==> config.mk <==
export PLATFORM = sky130hd
export DESIGN_NAME = octahedral_tangent_pack_top
export DESIGN_NICKNAME = d
export VERILOG_FILES = /design/src/rtl/otp_pkg.sv /design/src/rtl/otp_divider.sv /design/src/rtl/octahedral_tangent_pack_top.sv
export VERILOG_INCLUDE_DIRS = /design/src /design/src/rtl
export SDC_FILE = /design/constraint.sdc
export NUM_CORES = 2
export LEC_CHECK = 0
export BUFFER_PORTS_ARGS = -buffer_cell sky130_fd_sc_hd__buf_4
export CORE_ASPECT_RATIO = 1.5
export CORE_MARGIN = 2
export CORE_UTILIZATION = 60
export CTS_CLUSTER_DIAMETER = 60
export DETAILED_ROUTE_END_ITERATION = 6
export GPL_ROUTABILITY_DRIVEN = 0
export PLACE_DENSITY = 0.77
export SLEW_MARGIN = 20
export SYNTH_ARGS = -nofsm -noshare
export SYNTH_HDL_FRONTEND = slang
export SYNTH_SLANG_ARGS = --single-unit
==> constraint.sdc <==
create_clock -name clk -period 27.3 [get_ports clk]
set_input_delay 2.73 -clock clk [delete_from_list [all_inputs] [get_ports clk]]
set_output_delay 2.73 -clock clk [all_outputs]
set_load 0.005 [all_outputs]
==> src/rtl/octahedral_tangent_pack_top_defines.svh <==
// Assertion macros for the octahedral tangent packer.
// Used by octahedral_tangent_pack_top; expects clk and rst in scope.
`ifndef OCTAHEDRAL_TANGENT_PACK_TOP_DEFINES_SVH
`define OCTAHEDRAL_TANGENT_PACK_TOP_DEFINES_SVH
`ifndef NO_ASSERTIONS
`define OTP_ASSERT_NOW(label, ante, cons) \
  label: assert property (@(posedge clk) disable iff (rst) (ante) |-> (cons)) \
    else $error("otp assertion failed");
`define OTP_ASSERT_NEXT(label, ante, cons) \
  label: assert property (@(posedge clk) disable iff (rst) (ante) |=> (cons)) \
    else $error("otp assertion failed");
`else
`define OTP_ASSERT_NOW(label, ante, cons)
`define OTP_ASSERT_NEXT(label, ante, cons)
`endif
`endif

==> src/rtl/otp_pkg.sv <==
// Constants and types for the octahedral tangent packer.
// No dependencies; used by otp_divider and octahedral_tangent_pack_top.
package otp_pkg;
  localparam int STEPS       = 1023;
  localparam int COORD_BITS  = 11;
  localparam int PRESENT_BIT = 31;
  localparam int FLIPPED_BIT = 30;
  localparam int IN_WIDTH    = 16;

  // |x|+|y|+|z| needs IN_WIDTH+1 bits; one spare
  localparam int S_W        = IN_WIDTH + 2;
  localparam int Q_W        = $clog2(STEPS + 1);
  localparam int D_W        = S_W + 1;
  localparam int N_W        = S_W + Q_W + 2;
  localparam int CODE_W     = Q_W + 1;
  localparam int DIV_STAGES = (Q_W + 1) / 2;

  typedef struct packed {
    logic neg_u;
    logic neg_v;
    logic zero;
    logic flip;
  } side_t;
endpackage

==> src/rtl/otp_divider.sv <==
// Pipelined restoring divider, two quotient bits per stage.
// Depends on otp_pkg.
module otp_divider (
  input  logic                    clk,
  input  logic                    en,
  input  logic [otp_pkg::N_W-1:0] num,
  input  logic [otp_pkg::D_W-1:0] den,
  output logic [otp_pkg::Q_W-1:0] quo
);
  logic [otp_pkg::N_W-1:0] rem_q [otp_pkg::DIV_STAGES];
  logic [otp_pkg::D_W-1:0] den_q [otp_pkg::DIV_STAGES];
  logic [otp_pkg::Q_W-1:0] quo_q [otp_pkg::DIV_STAGES];

  for (genvar k = 0; k < otp_pkg::DIV_STAGES; k++) begin : g_stage
    localparam int B0  = otp_pkg::Q_W - 1 - 2 * k;
    localparam int B1  = B0 - 1;
    localparam int SH0 = (B0 >= 0) ? B0 : 0;
    localparam int SH1 = (B1 >= 0) ? B1 : 0;
    logic [otp_pkg::N_W-1:0] rem_in, rem_mid, rem_out, dsh0, dsh1;
    logic [otp_pkg::D_W-1:0] den_in;
    logic [otp_pkg::Q_W-1:0] quo_in, quo_out;

    always_comb begin
      if (k == 0) begin
        rem_in = num;
        den_in = den;
        quo_in = '0;
      end else begin
        rem_in = rem_q[(k == 0) ? 0 : k - 1];
        den_in = den_q[(k == 0) ? 0 : k - 1];
        quo_in = quo_q[(k == 0) ? 0 : k - 1];
      end
      dsh0 = otp_pkg::N_W'(den_in) << SH0;
      dsh1 = otp_pkg::N_W'(den_in) << SH1;
      rem_mid = rem_in;
      quo_out = quo_in;
      if (B0 >= 0 && rem_in >= dsh0) begin
        rem_mid = rem_in - dsh0;
        quo_out[SH0] = 1'b1;
      end
      rem_out = rem_mid;
      if (B1 >= 0 && rem_mid >= dsh1) begin
        rem_out = rem_mid - dsh1;
        quo_out[SH1] = 1'b1;
      end
    end

    always_ff @(posedge clk) begin
      if (en) begin
        rem_q[k] <= rem_out;
        den_q[k] <= den_in;
        quo_q[k] <= quo_out;
      end
    end
  end

  assign quo = quo_q[otp_pkg::DIV_STAGES-1];
endmodule

==> src/rtl/octahedral_tangent_pack_top.sv <==
// Octahedral tangent packer: one tangent in, one packed 32-bit word out.
// Depends on otp_pkg, otp_divider and octahedral_tangent_pack_top_defines.svh.
//
//   channel  handshake            payload
//   input    in_valid / in_ready  x_component, y_component, z_component, handed_negative
//   output   out_valid / out_ready packed_word
//
// One item per cycle while the output register is empty or taken; the
// divider resolves two quotient bits per stage.
// All stages advance together whenever the output register is empty or taken.
// Reset clears the valid bits only; a stalled output holds every stage.
`include "octahedral_tangent_pack_top_defines.svh"
module octahedral_tangent_pack_top (
  input  logic        clk,
  input  logic        rst,
  input  logic        in_valid,
  output logic        in_ready,
  input  logic [15:0] x_component,
  input  logic [15:0] y_component,
  input  logic [15:0] z_component,
  input  logic        handed_negative,
  output logic        out_valid,
  input  logic        out_ready,
  output logic [31:0] packed_word
);
  localparam int S_W = otp_pkg::S_W;
  localparam int N_W = otp_pkg::N_W;
  localparam int DS  = otp_pkg::DIV_STAGES;

  logic en;
  assign en       = !out_valid || out_ready;
  assign in_ready = en;

  // stage 1: magnitudes, L1 norm, lower-half fold
  logic signed [otp_pkg::IN_WIDTH-1:0] xs, ys, zs;
  logic [S_W-1:0] ax, ay, az, s_sum;
  logic           s1_valid;
  logic [S_W-1:0] s1_s, s1_mag_u, s1_mag_v;
  otp_pkg::side_t s1_side;

  always_comb begin
    xs = x_component[otp_pkg::IN_WIDTH-1:0];
    ys = y_component[otp_pkg::IN_WIDTH-1:0];
    zs = z_component[otp_pkg::IN_WIDTH-1:0];
    ax = xs[otp_pkg::IN_WIDTH-1] ? S_W'(-S_W'(xs)) : S_W'(xs);
    ay = ys[otp_pkg::IN_WIDTH-1] ? S_W'(-S_W'(ys)) : S_W'(ys);
    az = zs[otp_pkg::IN_WIDTH-1] ? S_W'(-S_W'(zs)) : S_W'(zs);
    s_sum = ax + ay + az;
  end

  always_ff @(posedge clk) begin
    if (rst) begin
      s1_valid <= 1'b0;
    end else if (en) begin
      s1_valid <= in_valid;
    end
    if (en) begin
      s1_s           <= s_sum;
      s1_mag_u       <= zs[otp_pkg::IN_WIDTH-1] ? s_sum - ay : ax;
      s1_mag_v       <= zs[otp_pkg::IN_WIDTH-1] ? s_sum - ax : ay;
      s1_side.neg_u  <= xs[otp_pkg::IN_WIDTH-1];
      s1_side.neg_v  <= ys[otp_pkg::IN_WIDTH-1];
      s1_side.zero   <= (s_sum == '0);
      s1_side.flip   <= handed_negative;
    end
  end

  // stage 2: dividends 2*mag*STEPS + s, divisor 2*s
  logic           s2_valid;
  logic [N_W-1:0] s2_num_u, s2_num_v;
  logic [otp_pkg::D_W-1:0] s2_den;
  otp_pkg::side_t s2_side;

  always_ff @(posedge clk) begin
    if (rst) begin
      s2_valid <= 1'b0;
    end else if (en) begin
      s2_valid <= s1_valid;
    end
    if (en) begin
      s2_num_u <= ((N_W'(s1_mag_u) * N_W'(otp_pkg::STEPS)) << 1) + N_W'(s1_s);
      s2_num_v <= ((N_W'(s1_mag_v) * N_W'(otp_pkg::STEPS)) << 1) + N_W'(s1_s);
      s2_den   <= {s1_s, 1'b0};
      s2_side  <= s1_side;
    end
  end

  // divider stages
  logic [otp_pkg::Q_W-1:0] q_u, q_v;
  logic                    d_valid [DS];
  otp_pkg::side_t          d_side  [DS];

  otp_divider u_div_u (.clk(clk), .en(en), .num(s2_num_u), .den(s2_den), .quo(q_u));
  otp_divider u_div_v (.clk(clk), .en(en), .num(s2_num_v), .den(s2_den), .quo(q_v));

  always_ff @(posedge clk) begin
    if (rst) begin
      for (int i = 0; i < DS; i++) d_valid[i] <= 1'b0;
    end else if (en) begin
      d_valid[0] <= s2_valid;
      for (int i = 1; i < DS; i++) d_valid[i] <= d_valid[i-1];
    end
    if (en) begin
      d_side[0] <= s2_side;
      for (int i = 1; i < DS; i++) d_side[i] <= d_side[i-1];
    end
  end

  // output stage: offset codes and pack
  otp_pkg::side_t        f_side;
  logic [otp_pkg::CODE_W-1:0] code_u, code_v;
  logic [63:0]           word_wide;

  always_comb begin
    f_side = d_side[DS-1];
    code_u = f_side.neg_u ? otp_pkg::CODE_W'(otp_pkg::STEPS) - otp_pkg::CODE_W'(q_u)
                          : otp_pkg::CODE_W'(otp_pkg::STEPS) + otp_pkg::CODE_W'(q_u);
    code_v = f_side.neg_v ? otp_pkg::CODE_W'(otp_pkg::STEPS) - otp_pkg::CODE_W'(q_v)
                          : otp_pkg::CODE_W'(otp_pkg::STEPS) + otp_pkg::CODE_W'(q_v);
    word_wide = (64'(code_u) & ((64'd1 << otp_pkg::COORD_BITS) - 64'd1))
              | ((64'(code_v) & ((64'd1 << otp_pkg::COORD_BITS) - 64'd1))
                 << otp_pkg::COORD_BITS)
              | (64'd1 << otp_pkg::PRESENT_BIT)
              | (64'(f_side.flip) << otp_pkg::FLIPPED_BIT);
    if (f_side.zero) word_wide = '0;
  end

  always_ff @(posedge clk) begin
    if (rst) begin
      out_valid <= 1'b0;
    end else if (en) begin
      out_valid <= d_valid[DS-1];
    end
    if (en) begin
      packed_word <= word_wide[31:0];
    end
  end

  // a held result blocks the input side
  `OTP_ASSERT_NOW(a_stall_blocks_input, out_valid && !out_ready, !in_ready)
  // a word without the present flag is the zero-vector word
  `OTP_ASSERT_NOW(a_zero_word, out_valid && !packed_word[otp_pkg::PRESENT_BIT],
                  packed_word == 32'd0)
  // a stall freezes the pipe's front stage
  `OTP_ASSERT_NEXT(a_stall_holds_s1, out_valid && !out_ready,
                   $stable(s1_valid) && $stable(s1_s))
endmodule

# After elaboration in Yosys (flattened, before gate mapping)
# Memory sizes are Yosys's and may differ from the RTL's. A register that Yosys moved wholly into a read port is not among the register bits.
# Cells that the tools add are included.
[totals] latch_bits=0 ff_bits=174 mem_bits_rw=615 out_inout_bits=34 memories=8 inputBits=53 rom_bits=0
[mem_list] name="u_div_u.rem_q" depth=5 word_bits=30 read_ports=4 rd_ports_with_merged_regs=0 write_ports=5 line="otp_divider.sv:10" text="logic [otp_pkg::N_W-1:0] rem_q [otp_pkg::DIV_STAGES];"
[mem_list] name="u_div_v.rem_q" depth=5 word_bits=30 read_ports=4 rd_ports_with_merged_regs=0 write_ports=5 line="otp_divider.sv:10"
[mem_list] name="u_div_u.den_q" depth=5 word_bits=19 read_ports=4 rd_ports_with_merged_regs=0 write_ports=5 line="otp_divider.sv:11" text="logic [otp_pkg::D_W-1:0] den_q [otp_pkg::DIV_STAGES];"
[mem_list] name="u_div_v.den_q" depth=5 word_bits=19 read_ports=4 rd_ports_with_merged_regs=0 write_ports=5 line="otp_divider.sv:11"
[mem_list] name="u_div_u.quo_q" depth=5 word_bits=10 read_ports=5 rd_ports_with_merged_regs=0 write_ports=5 line="otp_divider.sv:12" text="logic [otp_pkg::Q_W-1:0] quo_q [otp_pkg::DIV_STAGES];"
[mem_list] name="u_div_v.quo_q" depth=5 word_bits=10 read_ports=5 rd_ports_with_merged_regs=0 write_ports=5 line="otp_divider.sv:12"
[mem_list] name="2 more memories"
[classes] bitwise_logic=7 n_eq_ne=0 mul=2 shifts=0 magnitude_cmp=20 n_div=0 reduce_logical=3 muxes=58 addsub=33
[op_table] cell="two-way mux 30 bit" n=20
[op_table] cell="two-way mux 18 bit" n=5
[op_table] cell="adder 29 x 18 -> 30 bit" n=2
[op_table] cell="greater-or-equal comparator 30 x 19 -> 1 bit" n=2
[op_table] cell="greater-or-equal comparator 30 x 20 -> 1 bit" n=2
[op_table] cell="greater-or-equal comparator 30 x 21 -> 1 bit" n=2
[op_table] cell="greater-or-equal comparator 30 x 22 -> 1 bit" n=2
[op_table] cell="greater-or-equal comparator 30 x 23 -> 1 bit" n=2
[op_table] cell="greater-or-equal comparator 30 x 24 -> 1 bit" n=2
[op_table] cell="greater-or-equal comparator 30 x 25 -> 1 bit" n=2
[op_table] cell="greater-or-equal comparator 30 x 26 -> 1 bit" n=2
[op_table] cell="greater-or-equal comparator 30 x 27 -> 1 bit" n=2
[op_table] cell="greater-or-equal comparator 30 x 28 -> 1 bit" n=2
[op_table] cell="subtractor 30 x 19 -> 30 bit" n=2
[op_table] cell="subtractor 30 x 20 -> 30 bit" n=2
[op_table] cell="subtractor 30 x 21 -> 30 bit" n=2
[op_table] cell="subtractor 30 x 22 -> 30 bit" n=2
[op_table] cell="subtractor 30 x 23 -> 30 bit" n=2
[op_table] cell="subtractor 30 x 24 -> 30 bit" n=2
[op_table] cell="subtractor 30 x 25 -> 30 bit" n=2
[op_table] cell="subtractor 30 x 26 -> 30 bit" n=2
[op_table] cell="subtractor 30 x 27 -> 30 bit" n=2
[op_table] cell="subtractor 30 x 28 -> 30 bit" n=2
[op_table] cell="multiplier 18 x 10 -> 28 bit (second input constant)" n=2
[op_table] cell="13 further kinds" n=54

# Depth between registers and ports, before layout
[logic_depth] word_depth=6 mapped_depth=31 ltp_nobuf=27

# Modules after synthesis
# A second synthesis with hierarchy kept.
[hier_totals] cells_unflattened=5979 area_unflattened_um2=57873.0
[by_module_without_submodules] mod="octahedral_tangent_pack_top" area_per_inst_um2=19864.1 instances=1 cells_per_inst=1930 seq_area_each_um2=5675.4
[by_module_without_submodules] mod="otp_divider at u_div_u" area_per_inst_um2=19223.4 instances=1 cells_per_inst=2039 seq_area_each_um2=6786.5
[by_module_without_submodules] mod="otp_divider at u_div_v" area_per_inst_um2=18785.5 instances=1 cells_per_inst=2010 seq_area_each_um2=6786.5

# Worst setup path before layout
# Ideal clock, no wire load.
[synth_path] kind="input -> output" startpoint="input port out_ready" endpoint="output port in_ready" t_arrival_ps=13395 path_slack_ps=11175 required_time_ps=24570 path_buffers=0 cell_stages=2 cell_sequence="nor2b_1 inv_1"
[synth_via] elab_chain_len=1
[synth_lines] item="from (decl)" line="octahedral_tangent_pack_top.sv:23" text="input logic out_ready,"
[synth_lines] item="logical OR 1 bit" line="octahedral_tangent_pack_top.sv:31" text="assign en = !out_valid || out_ready;"
[synth_lines] item="to (decl)" line="octahedral_tangent_pack_top.sv:17" text="output logic in_ready,"
# Every way passes these cells.

# Final worst setup path
[layout_path] startpoint="input port y_component[15]" endpoint="register s1_mag_u[17], data pin"
[layout_rtl] item="from (decl)" line="octahedral_tangent_pack_top.sv:19" text="input logic [15:0] y_component,"
[layout_rtl] item="two-way mux 18 bit" line="octahedral_tangent_pack_top.sv:46" text="ay = ys[otp_pkg::IN_WIDTH-1] ? S_W'(-S_W'(ys)) : S_W'(ys);"
[layout_rtl] item="adder 18 bit (2 in a row)" line="octahedral_tangent_pack_top.sv:48" text="s_sum = ax + ay + az;"
[layout_rtl] item="net s_sum[13]" line="octahedral_tangent_pack_top.sv:36" text="logic [S_W-1:0] ax, ay, az, s_sum;"
[layout_rtl] item="subtractor 18 bit" line="octahedral_tangent_pack_top.sv:59" text="s1_mag_u <= zs[otp_pkg::IN_WIDTH-1] ? s_sum - ay : ax;"
[layout_rtl] item="two-way mux 18 bit" line="octahedral_tangent_pack_top.sv:59"
[layout_rtl] item="to (signal assigned)" line="octahedral_tangent_pack_top.sv:59"
[layout_rtl] item="to (decl)" line="octahedral_tangent_pack_top.sv:38" text="logic [S_W-1:0] s1_s, s1_mag_u, s1_mag_v;"
# The timed path passes the listed nets, and every way through them passes these cells.
# A chain may end at the register's enable or synchronous reset.

==> impl_metrics.ini <==
[clock_tree]
cts_inserted_buffers = 54
path_clk_slew_ps = 60
tritoncts = done
cts.sinks = 554
clock_latency_ps = 680
cts_max_path_buffers = 3
cts_max_level = 2
cts-resized-gates = 0
cts_setup_buffers = 0
cts-root-buf = clkbuf_16
holdBufCountCts = 0

[detailed_routing]
drt-initial-drc-count = 2388
met1_length_mm = 45.92
vias = 41770
ant_nets = 0
viasPerCell = 6.069
finalWirelength_mm = 135.3
wl_met2_mm = 69.80
drc = 0
drt_pass1_iterations = 7
top_layer_used = met4
wl_met3_mm = 4.520
wl_per_cell_um = 19.65

[die]
pin_count = 87
start_util = 0.6024
core-area_sq_mm = 0.08869
dieWidth_um = 247.7
num_rows = 134
die_area_sq_mm = 0.09150
die_y_um = 369.5

[yosys]
synthTopCellsByArea = edfxtp_1 31%, ha_1 13%, fa_1 8.5%
netlist.area_leader.share = 0.3097
synth_area_per_cell_sq_um = 9.537
synth_top_family_by_area = adder cells
yosys.area_share.simple = 0.1378
synth-async-reset-ratio = 0
synth_top_cell_by_area = edfxtp_1
synthTopCellsByCount = 593 x inv_1, 571 x ha_1, 551 x edfxtp_1, 403 x a21oi_1, 399 x nand2_1
netlist_instances = 5602
synth-edff-count = 551
ys_ff_latch = 554
muxShareOfSynthArea = 0.03318
yosysWarnings = 0
syn-cell-area_sq_mm = 0.05343
ys.flop_type = edfxtp_1
synth-compound-area-share = 0.1677
yosysSeqAreaShare = 0.3108
synth_xor_area_frac = 0.08082
synthAdderAreaFrac = 0.2191
ys_types = 96
synth.most_common_cell = inv_1

[setup_path]
critPathRequiredTime_ps = 27700
cp_num_buf_inv = 3
slowest_delay_ps = 630
cp-end-kind = register
worstSetupPathType = input port to register
crit_slowest_cell = o21ai_0
critPathTopFamily = compound AO/OA/AOI/OAI gates
cp_common_cell = o21ai_0
path_cells = buf_4 -> o21ai_0 -> inv_1 -> fa_1 -> inv_1 -> ha_1 -> fa_1 -> a21o_1 -> a21oi_1 -> o21ai_0 -> a31oi_1 -> o21ai_0 -> o31ai_1 -> xnor2_1 -> ha_1 -> a21o_1 -> a221oi_1 -> o21ai_0 -> a21o_1 -> a21oi_1 -> xnor2_1 -> nor2_1
cp-start-kind = input port
critPathMaxFanout = 17
cp.arrival_ps = 8480

[global_route]
grt_antenna_before_repair = 0
grt_pass1_wl_mm = 213.4
grt_max_degree = 184
overflow = 0
grt_pass1_vias = 42240
grtUsageTotal = 0.2967

[final_layout]
fillers = 7140
nets = 6532
num_antenna_cells = 0
stdcell_area_sq_mm = 0.05733
seq_area_sq_mm = 0.01661
drive_above_1_share = 0.07056
area_growth_pct = 7.304
multiInputGateArea_sq_mm = 0.03421

[timing]
setup_slack_ps = 19220
finalCritPeriodShare = 0.2959
max_freq_ghz = 0.1238
rsz0062_at_grt = false
period_needed_ps = 8078
hold_violations = 0
finClkSkew_ps = 30.70
drv_slew = 0
relSlewSlack = 0.2476
fin_tns_setup_ps = 0
setup_viol = 0
worstMarginPinSlew_ps = 1126

[place]
dp_hpwl_mm = 110.5
postPlaceCellArea_sq_mm = 0.05536
io_buffers = 78
pre_cts_ws_ps = 18680

[job]
cap_violations = 0

[worst_hold_path]
hold_path.class = register to register

[status]
status = completed
per-layer routing:
layer	global-route usage	vias up
met5	0	-
met4	0.2722	0
met3	0.03032	549
met2	0.5500	1135
met1	0.2831	19780
li1	-	20300
stage by stage:
stage,cells,hold WS [ps],util
final,6882,410.8,0.6464
after floorplan,5613,400.3,-
after detailed placement,6780,404.5,0.6242
after global placement,6780,400.3,0.6242
after CTS,6882,410.8,0.6464
after global routing,6882,422.8,0.6464
state kept, by name, indices dropped and copies added, names as in the netlist:
register       count
packed_word       24
d_valid            5
u_div_v.rem_q    116
s2_valid           1
s1_mag_v          18
u_div_u.rem_q    120
s2_den            17
s2_num_u          30
u_div_v.quo_q     30
u_div_u.quo_q     30
s1_side            4
s1_mag_u          18
out_valid          1
s2_side            4
s2_num_v          29
d_side            20
u_div_v.den_q     68
s1_s              18
s1_valid           1
layout make-up:
cell class	instances	area share
flip-flops and latches	554	0.2896
inverters	598	0.03933
repair buffers	111	0.01475
clock buffers	56	0.02370
well taps	1156	0.02523
multi-input cells	4361	0.5967
clock inverters	46	0.01067
logic make-up (layout without fill, tap and decap cells):
logic type,Yosys count,after routing
xor gates and xnor gates,493,493
buffers and inverters,698,811
and+or+nand+nor,1491,1491
muxes,159,159
adders and majority gates,799,799
AOI/OAI and AO/OA,1406,1406
DFF,554,554
other,2,13
final timing paths:
kind / start / end / slack (ps) / depth (start not counted)
setup / recovery: y_component[15] / s1_mag_u[17] / 19220 / 22
hold / removal: s2_side[0] / d_side[0][0] / 410 / 0
setup reg to reg: u_div_v.den_q[0][2] / u_div_u.rem_q[0][51] / 19540 / 24
hold reg to reg: s2_side[0] / d_side[0][0] / 410 / 0
cell usage in the layout (no fill, tap or decap), types with 23 or more instances in the layout:
cell	Yosys	final
nand3_1	108	108
o211ai_1	27	27
or4_1	29	29
a211oi_1	47	47
fa_1	228	228
edfxtp_1	551	551
a21oi_1	403	401
xnor2_1	320	320
and3_1	29	29
a21o_1	171	171
nor4_1	51	51
o21bai_1	60	60
o21ai_0	322	322
and2_1	36	36
ha_1	571	571
buf_4	8	110
inv_1	593	592
o21a_1	75	75
or2_2	23	23
a21boi_0	33	33
o31ai_1	50	50
nor3_1	100	97
a31oi_1	40	40
xor2_1	173	173
clkbuf_16	0	54
nand2b_1	60	60
nor2b_1	80	80
or3_1	56	56
nand2_1	399	399
mux2_2	121	121
nand4_1	54	54
mux2i_1	32	32
nor2_1	385	385
Power is left out: the tool's default activity adds up to more than one toggle a clock period on the data nets, which glitch-free logic cannot reach.
